**config.mk**
```make
export PLATFORM = sky130hd
export DESIGN_NAME = sbus_frame_decoder_core
export DESIGN_NICKNAME = d
export VERILOG_FILES = /design/src/design/sfd_pkg.sv /design/src/design/sbus_frame_decoder_core.sv /design/src/design/sfd_front.sv /design/src/design/sfd_cmd_queue.sv /design/src/design/sfd_back.sv
export VERILOG_INCLUDE_DIRS = /design/src /design/src/design
export SDC_FILE = /design/constraint.sdc
export NUM_CORES = 1
export LEC_CHECK = 0
export ABC_CLOCK_PERIOD_IN_PS = 2600
export BUFFER_PORTS_ARGS = -buffer_cell sky130_fd_sc_hd__buf_4
export CORE_ASPECT_RATIO = 2
export CORE_MARGIN = 4
export CORE_UTILIZATION = 45
export DETAILED_ROUTE_END_ITERATION = 16
export PLACE_DENSITY = 0.57
export SLEW_MARGIN = 10
export SYNTH_ARGS = -nofsm -noshare
export SYNTH_HDL_FRONTEND = slang
export SYNTH_SLANG_ARGS = --single-unit
export TNS_END_PERCENT = 20
```
**constraint.sdc**
```tcl
create_clock -name clock -period 2.6 [get_ports clock]
set_input_delay 0.39 -clock clock [delete_from_list [all_inputs] [get_ports clock]]
set_output_delay 0.39 -clock clock [all_outputs]
set_load 0.02 [all_outputs]
```
**src/design/assert_macros.svh**
```systemverilog
// ---------------------------------------------------------------------------
// assert_macros.svh
// Assertion macros used by the decoder RTL top level.
// ---------------------------------------------------------------------------
`ifndef ASSERT_MACROS_SVH
`define ASSERT_MACROS_SVH

// Concurrent check on the rising clock, ignored while reset is high.
`define SFD_ASSERT(label, clk, rst, prop, msg) \
   label: assert property (@(posedge clk) disable iff (rst) (prop)) else $error(msg);

// Same check, with an explicit antecedent and a consequent checked in the following cycle.
`define SFD_ASSERT_NEXT(label, clk, rst, ante, cons, msg) \
   label: assert property (@(posedge clk) disable iff (rst) (ante) |=> (cons)) else $error(msg);

`endif

```
**src/design/sfd_pkg.sv**
```systemverilog
// ---------------------------------------------------------------------------
// sfd_pkg
// Types and constants shared by the frame decoder modules.
// ---------------------------------------------------------------------------
package sfd_pkg;

   localparam int FRAME_BYTES  = 25;
   localparam int STORE_DEPTH  = FRAME_BYTES - 2;  // body bytes between start and end byte
   localparam int DATA_BYTES   = STORE_DEPTH - 1;  // packed channel bytes
   localparam int CHANNEL_BITS = 11;
   localparam int BYTE_BITS    = 8;

   localparam int COUNT_W = $clog2(STORE_DEPTH + 1);
   localparam int IDX_W   = $clog2(DATA_BYTES);
   localparam int ADDR_W  = IDX_W + 1;             // bank bit + byte index
   localparam int ACC_W   = CHANNEL_BITS + BYTE_BITS;
   localparam int BITS_W  = $clog2(ACC_W + 1);

   localparam logic [7:0] FRAME_HEAD = 8'h0F;
   localparam logic [7:0] FRAME_TAIL = 8'h00;

   // Frame buffer write from the front end.
   typedef struct packed {
      logic              en;
      logic [ADDR_W-1:0] addr;
      logic [7:0]        data;
   } wr_type;

   // Frame handoff / release of one buffer bank.
   typedef struct packed {
      logic en;
      logic bank;
   } bank_msg_type;

endpackage

```
**src/design/sbus_frame_decoder_core.sv**
```systemverilog
// ---------------------------------------------------------------------------
// sbus_frame_decoder_core
// SBUS 16-channel frame decoder, top level.
// ---------------------------------------------------------------------------
// Takes one received byte per accepted item. Bytes are discarded until the
// start byte 0x0F; the next 23 bytes form the frame body and the 25th must be
// 0x00, otherwise the frame is dropped with no output. A good frame yields
// NUM_CHANNELS channel items (index, raw 11-bit value, last flag) in channel
// order. Input bytes are taken one per cycle; two frame buffer banks let a new
// frame be received while the previous one is unpacked, and req_stall rises
// only when a new frame starts while both banks still wait for the unpacker.
// The unpacker reads one buffer byte at a time through a registered memory
// read (S_READ, then S_LOAD) and emits each channel from S_EMIT when the
// output is free, so rsp_stall can hold the drain of a frame.
module sbus_frame_decoder_core #(
   parameter int NUM_CHANNELS = 16
) (
   input  logic        clock,
   input  logic        reset,
   input  logic        req_valid,
   output logic        req_stall,
   input  logic [7:0]  req_rx_byte,
   output logic        rsp_valid,
   input  logic        rsp_stall,
   output logic [3:0]  rsp_channel_index,
   output logic [10:0] rsp_channel_value,
   output logic        rsp_last_channel
);
   import sfd_pkg::*;

`include "assert_macros.svh"

   wr_type       wr;
   bank_msg_type push;
   bank_msg_type release_bank;
   logic         q_valid;
   logic         q_bank;
   logic         q_full;
   logic         q_pop;

   sfd_front u_front (
      .clock        (clock),
      .reset        (reset),
      .req_valid    (req_valid),
      .req_stall    (req_stall),
      .req_rx_byte  (req_rx_byte),
      .wr           (wr),
      .push         (push),
      .release_bank (release_bank)
   );

   sfd_cmd_queue u_queue (
      .clock   (clock),
      .reset   (reset),
      .push    (push),
      .pop     (q_pop),
      .q_valid (q_valid),
      .q_bank  (q_bank),
      .q_full  (q_full)
   );

   sfd_back #(
      .NUM_CHANNELS (NUM_CHANNELS)
   ) u_back (
      .clock             (clock),
      .reset             (reset),
      .wr                (wr),
      .q_valid           (q_valid),
      .q_bank            (q_bank),
      .q_pop             (q_pop),
      .release_bank      (release_bank),
      .rsp_valid         (rsp_valid),
      .rsp_stall         (rsp_stall),
      .rsp_channel_index (rsp_channel_index),
      .rsp_channel_value (rsp_channel_value),
      .rsp_last_channel  (rsp_last_channel)
   );

   // bank ownership keeps the queue from overflowing
   `SFD_ASSERT(a_no_push_full, clock, reset, !(push.en && q_full), "frame pushed into full queue")

   `SFD_ASSERT_NEXT(a_push_visible, clock, reset, push.en, q_valid, "pushed frame not visible")

   `SFD_ASSERT(a_last_index, clock, reset, !(rsp_valid && rsp_last_channel) || (rsp_channel_index == 4'(NUM_CHANNELS - 1)), "last flag on wrong channel")

endmodule

```
**src/design/sfd_front.sv**
```systemverilog
// ---------------------------------------------------------------------------
// sfd_front
// Byte hunter and framer: finds the start byte, writes the channel bytes
// into a free buffer bank and hands good frames to the queue.
// ---------------------------------------------------------------------------
module sfd_front (
   input  logic                  clock,
   input  logic                  reset,
   input  logic                  req_valid,
   output logic                  req_stall,
   input  logic [7:0]            req_rx_byte,
   output sfd_pkg::wr_type       wr,
   output sfd_pkg::bank_msg_type push,
   input  sfd_pkg::bank_msg_type release_bank
);
   import sfd_pkg::*;

   logic               in_frame_ff, in_frame_in;
   logic [COUNT_W-1:0] byte_count_ff, byte_count_in;
   logic               wr_bank_ff, wr_bank_in;
   logic [1:0]         busy_ff, busy_in;
   logic               accept;

   // A bank still owned by the back end cannot take a new frame.
   assign req_stall = in_frame_ff && busy_ff[wr_bank_ff];
   assign accept    = req_valid && !req_stall;

   always_comb begin
      in_frame_in   = in_frame_ff;
      byte_count_in = byte_count_ff;
      wr_bank_in    = wr_bank_ff;
      busy_in       = busy_ff;
      wr.en         = 1'b0;
      wr.addr       = {wr_bank_ff, byte_count_ff[IDX_W-1:0]};
      wr.data       = req_rx_byte;
      push.en       = 1'b0;
      push.bank     = wr_bank_ff;

      if (release_bank.en) begin
         busy_in[release_bank.bank] = 1'b0;
      end

      if (accept) begin
         if (!in_frame_ff) begin
            if (req_rx_byte == FRAME_HEAD) begin
               in_frame_in   = 1'b1;
               byte_count_in = '0;
            end
         end else if (byte_count_ff < COUNT_W'(STORE_DEPTH)) begin
            // flags byte is counted but not kept
            wr.en         = byte_count_ff < COUNT_W'(DATA_BYTES);
            byte_count_in = byte_count_ff + COUNT_W'(1);
         end else begin
            in_frame_in   = 1'b0;
            byte_count_in = '0;
            if (req_rx_byte == FRAME_TAIL) begin
               push.en             = 1'b1;
               busy_in[wr_bank_ff] = 1'b1;
               wr_bank_in          = !wr_bank_ff;
            end
         end
      end
   end

   always_ff @(posedge clock) begin
      if (reset) begin
         in_frame_ff   <= 1'b0;
         byte_count_ff <= '0;
         wr_bank_ff    <= 1'b0;
         busy_ff       <= '0;
      end else begin
         in_frame_ff   <= in_frame_in;
         byte_count_ff <= byte_count_in;
         wr_bank_ff    <= wr_bank_in;
         busy_ff       <= busy_in;
      end
   end

endmodule

```
**src/design/sfd_cmd_queue.sv**
```systemverilog
// ---------------------------------------------------------------------------
// sfd_cmd_queue
// Two-entry queue of finished frame banks between front and back end.
// ---------------------------------------------------------------------------
module sfd_cmd_queue (
   input  logic                  clock,
   input  logic                  reset,
   input  sfd_pkg::bank_msg_type push,
   input  logic                  pop,
   output logic                  q_valid,
   output logic                  q_bank,
   output logic                  q_full
);
   import sfd_pkg::*;

   logic [1:0] slot_ff, slot_in;
   logic       rd_ptr_ff, rd_ptr_in;
   logic       wr_ptr_ff, wr_ptr_in;
   logic [1:0] count_ff, count_in;
   logic       do_pop;

   assign q_valid = count_ff != 2'd0;
   assign q_full  = count_ff == 2'd2;
   assign q_bank  = slot_ff[rd_ptr_ff];
   assign do_pop  = pop && q_valid;

   always_comb begin
      slot_in   = slot_ff;
      rd_ptr_in = rd_ptr_ff;
      wr_ptr_in = wr_ptr_ff;
      count_in  = count_ff;
      if (push.en) begin
         slot_in[wr_ptr_ff] = push.bank;
         wr_ptr_in          = !wr_ptr_ff;
      end
      if (do_pop) begin
         rd_ptr_in = !rd_ptr_ff;
      end
      unique case ({push.en, do_pop})
         2'b10:   count_in = count_ff + 2'd1;
         2'b01:   count_in = count_ff - 2'd1;
         default: count_in = count_ff;
      endcase
   end

   always_ff @(posedge clock) begin
      slot_ff <= slot_in;
      if (reset) begin
         rd_ptr_ff <= 1'b0;
         wr_ptr_ff <= 1'b0;
         count_ff  <= '0;
      end else begin
         rd_ptr_ff <= rd_ptr_in;
         wr_ptr_ff <= wr_ptr_in;
         count_ff  <= count_in;
      end
   end

endmodule

```
**src/design/sfd_back.sv**
```systemverilog
// ---------------------------------------------------------------------------
// sfd_back
// Channel unpacker: holds the two frame buffer banks, reads one byte at a
// time into a bit accumulator and emits an 11-bit channel when enough bits
// are in.
// ---------------------------------------------------------------------------
module sfd_back #(
   parameter int NUM_CHANNELS = 16
) (
   input  logic                  clock,
   input  logic                  reset,
   input  sfd_pkg::wr_type       wr,
   input  logic                  q_valid,
   input  logic                  q_bank,
   output logic                  q_pop,
   output sfd_pkg::bank_msg_type release_bank,
   output logic                  rsp_valid,
   input  logic                  rsp_stall,
   output logic [3:0]            rsp_channel_index,
   output logic [10:0]           rsp_channel_value,
   output logic                  rsp_last_channel
);
   import sfd_pkg::*;

   typedef enum logic [1:0] {
      S_IDLE,
      S_READ,
      S_LOAD,
      S_EMIT
   } state_type;

   localparam logic [3:0] LAST_CH = 4'(NUM_CHANNELS - 1);

   logic [7:0]        frame_mem_ff [0:(1 << ADDR_W) - 1];
   logic [7:0]        rd_data_ff;

   state_type         state_ff;
   logic              bank_ff;
   logic [IDX_W-1:0]  byte_idx_ff;
   logic [ACC_W-1:0]  acc_ff;
   logic [BITS_W-1:0] bits_ff;
   logic [3:0]        ch_ff;
   logic              rsp_valid_ff;
   logic [3:0]        rsp_index_ff;
   logic [10:0]       rsp_value_ff;
   logic              rsp_last_ff;
   logic              release_en_ff;
   logic              out_free;
   logic [BITS_W-1:0] bits_loaded;

   assign q_pop             = (state_ff == S_IDLE) && q_valid;
   assign out_free          = !rsp_valid_ff || !rsp_stall;
   assign bits_loaded       = bits_ff + BITS_W'(BYTE_BITS);
   assign rsp_valid         = rsp_valid_ff;
   assign rsp_channel_index = rsp_index_ff;
   assign rsp_channel_value = rsp_value_ff;
   assign rsp_last_channel  = rsp_last_ff;
   assign release_bank.en   = release_en_ff;
   assign release_bank.bank = bank_ff;

   always_ff @(posedge clock) begin
      if (wr.en) begin
         frame_mem_ff[wr.addr] <= wr.data;
      end
      rd_data_ff <= frame_mem_ff[{bank_ff, byte_idx_ff}];
   end

   always_ff @(posedge clock) begin
      if (reset) begin
         state_ff      <= S_IDLE;
         rsp_valid_ff  <= 1'b0;
         release_en_ff <= 1'b0;
      end else begin
         // bank is handed back right after its last channel goes out
         release_en_ff <= (state_ff == S_EMIT) && out_free && (ch_ff == LAST_CH);
         if (rsp_valid_ff && !rsp_stall && (state_ff != S_EMIT)) begin
            rsp_valid_ff <= 1'b0;
         end
         unique case (state_ff)
            S_IDLE: begin
               if (q_valid) begin
                  bank_ff     <= q_bank;
                  byte_idx_ff <= '0;
                  acc_ff      <= '0;
                  bits_ff     <= '0;
                  ch_ff       <= '0;
                  state_ff    <= S_READ;
               end
            end
            S_READ: begin
               // memory read of byte_idx_ff lands in rd_data_ff
               state_ff <= S_LOAD;
            end
            S_LOAD: begin
               acc_ff      <= acc_ff | (ACC_W'(rd_data_ff) << bits_ff);
               bits_ff     <= bits_loaded;
               byte_idx_ff <= byte_idx_ff + IDX_W'(1);
               state_ff    <= (bits_loaded >= BITS_W'(CHANNEL_BITS)) ? S_EMIT : S_READ;
            end
            S_EMIT: begin
               if (out_free) begin
                  rsp_valid_ff <= 1'b1;
                  rsp_index_ff <= ch_ff;
                  rsp_value_ff <= acc_ff[CHANNEL_BITS-1:0];
                  rsp_last_ff  <= ch_ff == LAST_CH;
                  acc_ff       <= acc_ff >> CHANNEL_BITS;
                  bits_ff      <= bits_ff - BITS_W'(CHANNEL_BITS);
                  ch_ff        <= ch_ff + 4'd1;
                  if (ch_ff == LAST_CH) begin
                     state_ff <= S_IDLE;
                  end else begin
                     state_ff <= S_READ;
                  end
               end
            end
            default: state_ff <= S_IDLE;
         endcase
      end
   end

endmodule
```
# == Word level (Yosys, flattened, before mapping) ==
# Memory sizes are Yosys's and may differ from the RTL's. A register that Yosys moved wholly into a read port is not among the register bits.
# Cells that the tools add are included.
# classes
add_sub_neg,7
mul,0
div_mod_pow,0
order_cmp,10
n_eq_ne,10
shift,1
mux,50
bitwise_logic,6
n_reduce_logical,34
# op_table
operator,n
$pmux 19 s3,1
$mux 19,2
$mux 5,5
$mux 1,23
$or 19x19->19,1
$shl 8x5->19,1
$mux 2,8
$pmux 5 s3,1
$reduce_and 4->1,3
$logic_and 1x1->1,11
$add 5x1->5 const B,2
$lt 5x5->1 const B,2
$pmux 5 s2,1
$reduce_bool 2->1,5
$reduce_and 3->1,3
$eq 8x4->1 const B,1
$logic_not 8->1,1
$lt 1x2->1 const B,4
$mux 4,2
$pmux 2 s4,1
$pmux 4 s2,1
$eq 2x2->1 const B,3
$logic_not 1->1,6
$add 5x4->5 const B,1
21 further kinds,29
# word_totals
ff_bits,69
latchBits,0
ramBits,512
romBits,0
output_inout_bits,18
memories,1
# memory_table
name,words,width,read_ports,rd_clocked_by_memory_dff,write_ports,line,text
u_back.frame_mem_ff,64,8,1,1,1,sfd_back.sv:34,logic [7:0] frame_mem_ff [0:(1 << ADDR_W) - 1];

# == Longest topological paths before layout ==
# Gate-level depths: netlist of run 1.
# logic_depth
depth_word,12
mapped_depth,9
ltp_nobuf,8

# == Modules after synthesis ==
# From an unflattened synthesis of run 1, not the netlist that was laid out.
# unflattened
cells_unflattened,1314
area_unflattened_um2,23785.3
# modules_own_cells
mod,instances,cells_each,area_each_um2,seq_area_each_um2
sfd_back,1,1217,22930.7,17116.4
sfd_front,1,73,590.6,180.2
sfd_cmd_queue,1,24,264.0,140.1

# == Least setup slack after synthesis of run 1 ==
# OpenSTA, ideal clock, no wires.
# synth_timing
path_kind,register -> register
from,register u_back.state_ff[1]
to,"register u_back.acc_ff[0], enable pin"
t_arrival_ns,1.870
required_time_ns,2.201
slack_ns,0.331
path_stages_with_launch,5
n_path_buf,1
synth_period_minus_slack_ns,2.269
path_cell_list,dfxtp_1 -> ha_1 -> clkbuf_1 -> nor3_1 -> nor2_1
# synth_between
elab_chain_len,3
word_cells_on_any_way,7
cone_classes,eq/ne (4); reduce/logical (3)
# synth_rtl
item,line,text
"start, declared",sfd_back.sv:37,state_type state_ff;
"start signal, assigned",sfd_back.sv:98,state_ff <= (bits_loaded >= BITS_W'(CHANNEL_BITS)) ? S_EMIT : S_READ;
$eq 2x2->1 / $logic_not 2->1 (equally long branches),sfd_back.sv:79,unique case (state_ff)
$ne 2x1->1 (no source line) / $reduce_bool 3->1 (equally long branches),--,
$reduce_and 4->1 (no source line) *,--,
"end signal, assigned",sfd_back.sv:95,acc_ff <= acc_ff | (ACC_W'(rd_data_ff) << bits_ff);
"end signal, assigned",sfd_back.sv:106,acc_ff <= acc_ff >> CHANNEL_BITS;
"end, declared",sfd_back.sv:40,logic [ACC_W-1:0] acc_ff;
# Mark *: on every way between the ends. The rest lies on a longest branch, timed or not.
# A chain may end at the register's enable or synchronous reset.

==> metrics.yaml, run 1 <==
yosys:
  yosys_most_used_dff: "sky130_fd_sc_hd__edfxtp_1"
  synth-async-reset-ratio: 0
  synth_enable_flop_cells: 564
  netlist_area_um2: 23500
  netlist_top_cells_area: "sky130_fd_sc_hd__edfxtp_1 72%, sky130_fd_sc_hd__mux4_2 8.3%, sky130_fd_sc_hd__mux2i_1 4.5%"
  yosysSeqAreaShare: 0.741
  synth_cell_types: 60
  ys_warn_count: 0
  synth_seq_cells: 589
  synth_top_area_share: 0.720
  synthesis.instances: 1265
  synth_top_cell_by_area: "sky130_fd_sc_hd__edfxtp_1"
  synth.avg_cell_area_um2: 18.6
floorplan:
  floorplan.die.height_um: 331
  start_util: 0.454
  standard_cell_row_count: 118
  dieWidth_um: 170
  core-area_um2: 51800
  floorplan.die_area_um2: 56200
  io_pins: 30
timing:
  slew_viol_final: 0
  maxClockFrequency_mhz: 398
  tns_ns: 0
  timing.clock.skew_ns: 0.0286
  grt_setup_unrepaired: "false"
  min_setup_slack_post_route_ns: 0.0879
  post-route-period-util: 0.966
  worst_hold_slack_ns: 0.0633
  worst_pin_slew_ns: 0.756
  slew-limit-headroom: 0.496
  report.final.hold_viol_count: 0
  final_period_minus_worst_setup_slack_ns: 2.51
  setup_violations: 0
clocking:
  buffer_type_at_the_clock_tree_root: "sky130_fd_sc_hd__clkbuf_16"
  clkLatencyLatePin_ns: 0.59
  ctsLongestPathBuffers: 3
  htree_levels: 2
  holdBufCountCts: 0
  cts_tree: "built"
  cts_buffers: 50
  cts.reportedPaths.clkPinSlew_ns: 0.07
  postCtsSetupBuffers: 0
  clock_sink_count: 589
flow_run:
  max-cap-violations: 0
setup_path:
  path_max_fanout: 8
  worstSetupEndpoint: "u_back.rd_data_ff[1]"
  arrival_ns: 3.02
  crit_start: "u_back.byte_idx_ff[1]"
  regToRegEndpoint: "u_back.rd_data_ff[1]"
  setup.worst_path.start_class: "flop"
  crit_required_ns: 3.11
  worst_setup_path_end_kind: "flop"
  timing.rr.start: "u_back.byte_idx_ff[1]"
  criticalPathCategory: "reg -> reg"
  setup.reg_to_reg.worst_slack_ns: 0.09
  r2r_cells: 9
global_routing:
  grt.total_usage: 0.210
  globalRoute.totalOverflow: 0
  grt_pass1_wl_mm: 86.2
  antenna_found_initial: 0
  grt_start_max_net_pins: 66
  grt_pass1_vias: 13200
placement:
  hpwlAfterDp_mm: 41.5
  postPlaceCellArea_um2: 26100
  placement.setup.worst_slack_ns: -0.204
  finalWeightedCongestion: 0.915
  port-buffer-count: 29
routing:
  post_drt_wl_per_cell_um: 25.6
  drtAntennaViolNets: 0
  vias_per_cell: 5.45
  drtPass1Iterations: 5
  routed-via-count: 12500
  remaining_drc_errors: 0
  postRouteWirelength_mm: 58.7
  drtIter0Drc: 941
power_and_ir_drop:
  total_switching_power_w: 0.00451
  static-leakage-power_nw: 9.73
  share_seq_of_total_power: 0.541
  switch_share: 0.224
  p_comb_frac: 0.093
  pwr_density_cell_nw_per_um2: 727
  irDropWorstVdd_mv: 0.721
  totalPowerFinal_w: 0.0201
  clock_share_of_power: 0.366
  internal-power_w: 0.0156
layout:
  layout.cells.most_common: "sky130_fd_sc_hd__edfxtp_1"
  layout-drive-gt1-share: 0.214
  finish.instance_area_um2: 27700
  synthToLayoutAreaGrowth_pct: 17.7
  total_inserted_antenna_cells: 0
  layout_common_cells: "564 x sky130_fd_sc_hd__edfxtp_1, 173 x sky130_fd_sc_hd__buf_4, 160 x sky130_fd_sc_hd__conb_1"
  net_count_reported_at_finish: 1619
hold_path:
  holdCritPathClass: "in -> reg"
outcome:
  status: "finished clean"
critical path, stage by stage (launching register included):
cell	delay [ns]
sky130_fd_sc_hd__edfxtp_1	0.43
sky130_fd_sc_hd__buf_4	0.21
sky130_fd_sc_hd__nand3b_1	0.21
sky130_fd_sc_hd__buf_4	0.23
sky130_fd_sc_hd__buf_4	0.16
sky130_fd_sc_hd__o22ai_1	0.26
sky130_fd_sc_hd__a211oi_1	0.10
sky130_fd_sc_hd__buf_4	0.16
sky130_fd_sc_hd__o21ai_0	0.42
sky130_fd_sc_hd__and3_1	0.24
power groups by stage:
stage / registers (W) / logic, W / clock network (W)
2_1_floorplan: 0.0110 / 0.00110 / 0
3_3_place_gp: 0.0111 / 0.00186 / 0
3_5_place_dp: 0.0111 / 0.00188 / 0
4_1_cts: 0.0109 / 0.00189 / 0.00754
5_1_grt: 0.0109 / 0.00200 / 0.00790
6_report: 0.0109 / 0.00187 / 0.00736
cell type report:
type / instances / area (um2)
Fill cell: 4169 / 24100
Multi-Input combinational cell: 756 / 6220
Inverter: 13 / 48.8
Clock inverter: 26 / 248
Timing Repair Buffer: 187 / 1570
Tap cell: 660 / 826
Sequential cell: 589 / 17400
Clock buffer: 64 / 1330
metal layers:
layer / up-vias / part of all wire / track usage
met5: - / 0 / 0
met4: 0 / 0.058 / 0.104
met3: 101 / 0.032 / 0.0229
met2: 292 / 0.58 / 0.406
met1: 6490 / 0.33 / 0.218
li1: 5616 / - / -
metrics by stage:
step	util	std cells
6_report	0.534	2295
5_1_grt	0.534	2295
4_1_cts	0.534	2295
3_5_place_dp	0.503	2205
3_3_place_gp	0.503	2204
2_1_floorplan	-	1424
cell usage after synthesis (all sizes together) (5+ instances only):
| library cell | number |
|---|---|
| a2111oi | 17 |
| a211oi | 14 |
| a21o | 6 |
| a21oi | 24 |
| a221oi | 12 |
| a22o | 14 |
| a22oi | 8 |
| and2 | 21 |
| and3 | 6 |
| buf | 42 |
| clkbuf | 24 |
| dfxtp | 25 |
| edfxtp | 564 |
| ha | 10 |
| inv | 13 |
| mux2i | 106 |
| mux4 | 93 |
| nand2 | 29 |
| nand2b | 8 |
| nand3 | 10 |
| nor2 | 93 |
| nor2b | 12 |
| o211ai | 5 |
| o21ai | 30 |
| o221ai | 6 |
| o22ai | 21 |
| or3 | 5 |
| xnor2 | 7 |
| xor2 | 6 |
flip-flops by register name, indices dropped and copies added (netlist names), 4 cells and up:
| name | count |
|---|---|
| u_back.ch_ff | 4 |
| u_back.rsp_channel_value | 11 |
| u_front.byte_count_ff | 5 |
| u_back.bits_ff | 5 |
| u_back.acc_ff | 19 |
| u_back.byte_idx_ff | 5 |
| u_back.rsp_channel_index | 4 |
| u_back.rd_data_ff | 8 |
| u_back.frame_mem_ff | 512 |
cell families (layout without fill, tap and decap cells):
group	count (synthesis)	after routing	share of synthesized area
compound gates	173	173	0.0514
mux	201	201	0.136
other cells	1	160	0.000159
fa+ha+maj	10	10	0.00532
flops	589	589	0.741
buf+inv	79	290	0.0209
simple gates	199	199	0.0401
xor+xnor	13	13	0.00484
what timing repair did:
action                                  in CTS  in global routing
pin swaps                                    0                  0
endpoints found under the setup margin       5                  3
gates resized for setup                      5                  3
worst min path at each step:
stage / slack, ns / depth (start not counted) / to / startpoint
3_3_place_gp: 0.44 / 0 / u_back.rsp_channel_value[2] / u_back.acc_ff[2]
6_report: 0.06 / 3 / u_back.rsp_valid / rsp_stall
3_5_place_dp: 0.44 / 0 / u_back.rsp_channel_value[6] / u_back.acc_ff[6]
5_1_grt: 0.08 / 3 / u_back.rsp_valid / rsp_stall
4_1_cts: 0.04 / 3 / u_back.rsp_valid / rsp_stall
2_1_floorplan: 0.42 / 0 / u_back.rsp_channel_value[5] / u_back.acc_ff[5]
No activity file was read; power rests on OpenSTA's default activity.
==> inputs of run 2 (changes only) <==
CORE_UTILIZATION = 58   (was 45)
PLACE_DENSITY = 0.71   (was 0.57)
==> metrics.yaml, run 2 (synthesis results as in run 1) <==
layout:
  layout.cells.most_common: "sky130_fd_sc_hd__edfxtp_1"
  net_count_reported_at_finish: 1583
  total_inserted_antenna_cells: 0
  most_flop_heavy_register: "u_back.frame_mem_ff"
  synthToLayoutAreaGrowth_pct: 15.9
  finish.instance_area_um2: 27300
  layout_common_cells: "564 x sky130_fd_sc_hd__edfxtp_1, 160 x sky130_fd_sc_hd__conb_1, 143 x sky130_fd_sc_hd__buf_4"
  largest_register_ff_count: 512
  layout-drive-gt1-share: 0.201
timing:
  worst_hold_slack_ns: 0.0855
  setup_violations: 0
  slew_viol_final: 0
  grt_setup_unrepaired: "false"
  final_period_minus_worst_setup_slack_ns: 2.53
  post-route-period-util: 0.974
  slew-limit-headroom: 0.411
  worst_pin_slew_ns: 0.881
  timing.clock.skew_ns: 0.0217
  maxClockFrequency_mhz: 395
  report.final.hold_viol_count: 0
routing:
  remaining_drc_errors: 0
  drtAntennaViolNets: 0
  postRouteWirelength_mm: 53.6
  post_drt_wl_per_cell_um: 25.2
  drtPass1Iterations: 5
  routed-via-count: 12600
  drtIter0Drc: 981
  vias_per_cell: 5.90
setup_path:
  crit_required_ns: 3.03
  critical-path-top-delay-family: "compound AO/OA/AOI/OAI gates"
  criticalPathCategory: "reg -> reg"
  worst_setup_path_end_kind: "flop"
  arrival_ns: 2.96
  critPathSlowestCell: "sky130_fd_sc_hd__mux4_1"
  setup.worst_path.start_class: "flop"
  timing.critical_path.buf_inv: 2
  critical-path-max-stage-delay_ns: 0.64
  path_max_fanout: 24
  crit_chain: "buf_12 > buf_4 > mux4_1 > o21ai_1 > a22o_1 > a211oi_1"
power_and_ir_drop:
  pwr_density_cell_nw_per_um2: 739
  irDropWorstVdd_mv: 0.562
  static-leakage-power_nw: 9.57
global_routing:
  grt_start_max_net_pins: 66
  grt_pass1_vias: 13200
  grt_pass1_wl_mm: 80.1
  antenna_found_initial: 0
  grt.total_usage: 0.250
  globalRoute.totalOverflow: 0
outcome:
  status: "finished clean"
floorplan:
  dieWidth_um: 150
  floorplan.die_area_um2: 44000
  standard_cell_row_count: 104
  core-area_um2: 40200
  io_pins: 30
  floorplan.die.height_um: 293
  start_util: 0.585
flow_run:
  max-cap-violations: 0
clocking:
  buffer_type_at_the_clock_tree_root: "sky130_fd_sc_hd__clkbuf_16"
  postCtsSetupBuffers: 0
  cts.reportedPaths.clkPinSlew_ns: 0.07
  clkLatencyLatePin_ns: 0.57
  ctsLongestPathBuffers: 3
  htree_levels: 2
  cts_buffers: 50
  clock_sink_count: 589
  cts_tree: "built"
placement:
  finalWeightedCongestion: 0.893
  hpwlAfterDp_mm: 36.0
  postPlaceCellArea_um2: 25600
  port-buffer-count: 29
hold_path:
  holdCritPathClass: "in -> reg"
run 2: worst paths after layout:
| check | cells past startpoint | to | start | slack (ns) |
|---|---|---|---|---|
| setup / recovery | 6 | u_back.rd_data_ff[7] | u_back.byte_idx_ff[1] | 0.07 |
| hold / removal | 3 | u_back.rsp_valid | rsp_stall | 0.09 |
| setup reg to reg | 6 | u_back.rd_data_ff[7] | u_back.byte_idx_ff[1] | 0.07 |
| hold reg to reg | 0 | u_back.rsp_channel_value[7] | u_back.acc_ff[7] | 0.46 |
run 2: what timing repair did:
| action | 4_1_cts | 5_1_grt |
|---|---|---|
| resized for setup | 7 | 7 |
| hold buffers | 0 | 0 |
| setup endpoints to repair | 5 | 5 |
run 2: final cells by class:
class | count | area [um2]
Timing Repair Buffer | 151 | 1230
Multi-Input combinational cell | 756 | 6240
Sequential cell | 589 | 17400
Fill cell | 2666 | 12900
Inverter | 13 | 48.8
Clock buffer | 68 | 1380
Tap cell | 530 | 663
Clock inverter | 23 | 267
run 2: per-stage QoR:
step,utilization,power (W),setup TNS [ns],cells,setup slack (ns)
3_3_place_gp,0.636,0.0127,-0.919,2039,-0.309
6_report,0.678,0.0201,0,2130,0.0679
5_1_grt,0.678,0.0208,0,2130,0.000249
2_1_floorplan,-,0.0121,0,1424,0.331
3_5_place_dp,0.636,0.0128,-0.827,2039,-0.197
4_1_cts,0.678,0.0203,-0.0675,2130,-0.0675
run 2: metal layers:
metal	GRT usage	share of wire	vias up
met3	0.0330	0.044	147
met5	0	0	-
met4	0.139	0.064	0
met2	0.459	0.56	426
li1	-	-	5541
met1	0.272	0.34	6458
run 2: report_power, final:
part	total, W	switching [W]	internal (W)
logic	0.00174	0.00103	0.000709
registers	0.0109	0.000150	0.0107
clock network	0.00754	0.00322	0.00431
total	0.0201	0.00440	0.0157
run 2: worst reg2reg max path, cell delays in order (launching register included):
cell and delay (ns):
sky130_fd_sc_hd__edfxtp_1 0.46, sky130_fd_sc_hd__buf_12 0.25, sky130_fd_sc_hd__buf_4 0.26, sky130_fd_sc_hd__mux4_1 0.64
sky130_fd_sc_hd__o21ai_1 0.38, sky130_fd_sc_hd__a22o_1 0.30, sky130_fd_sc_hd__a211oi_1 0.10
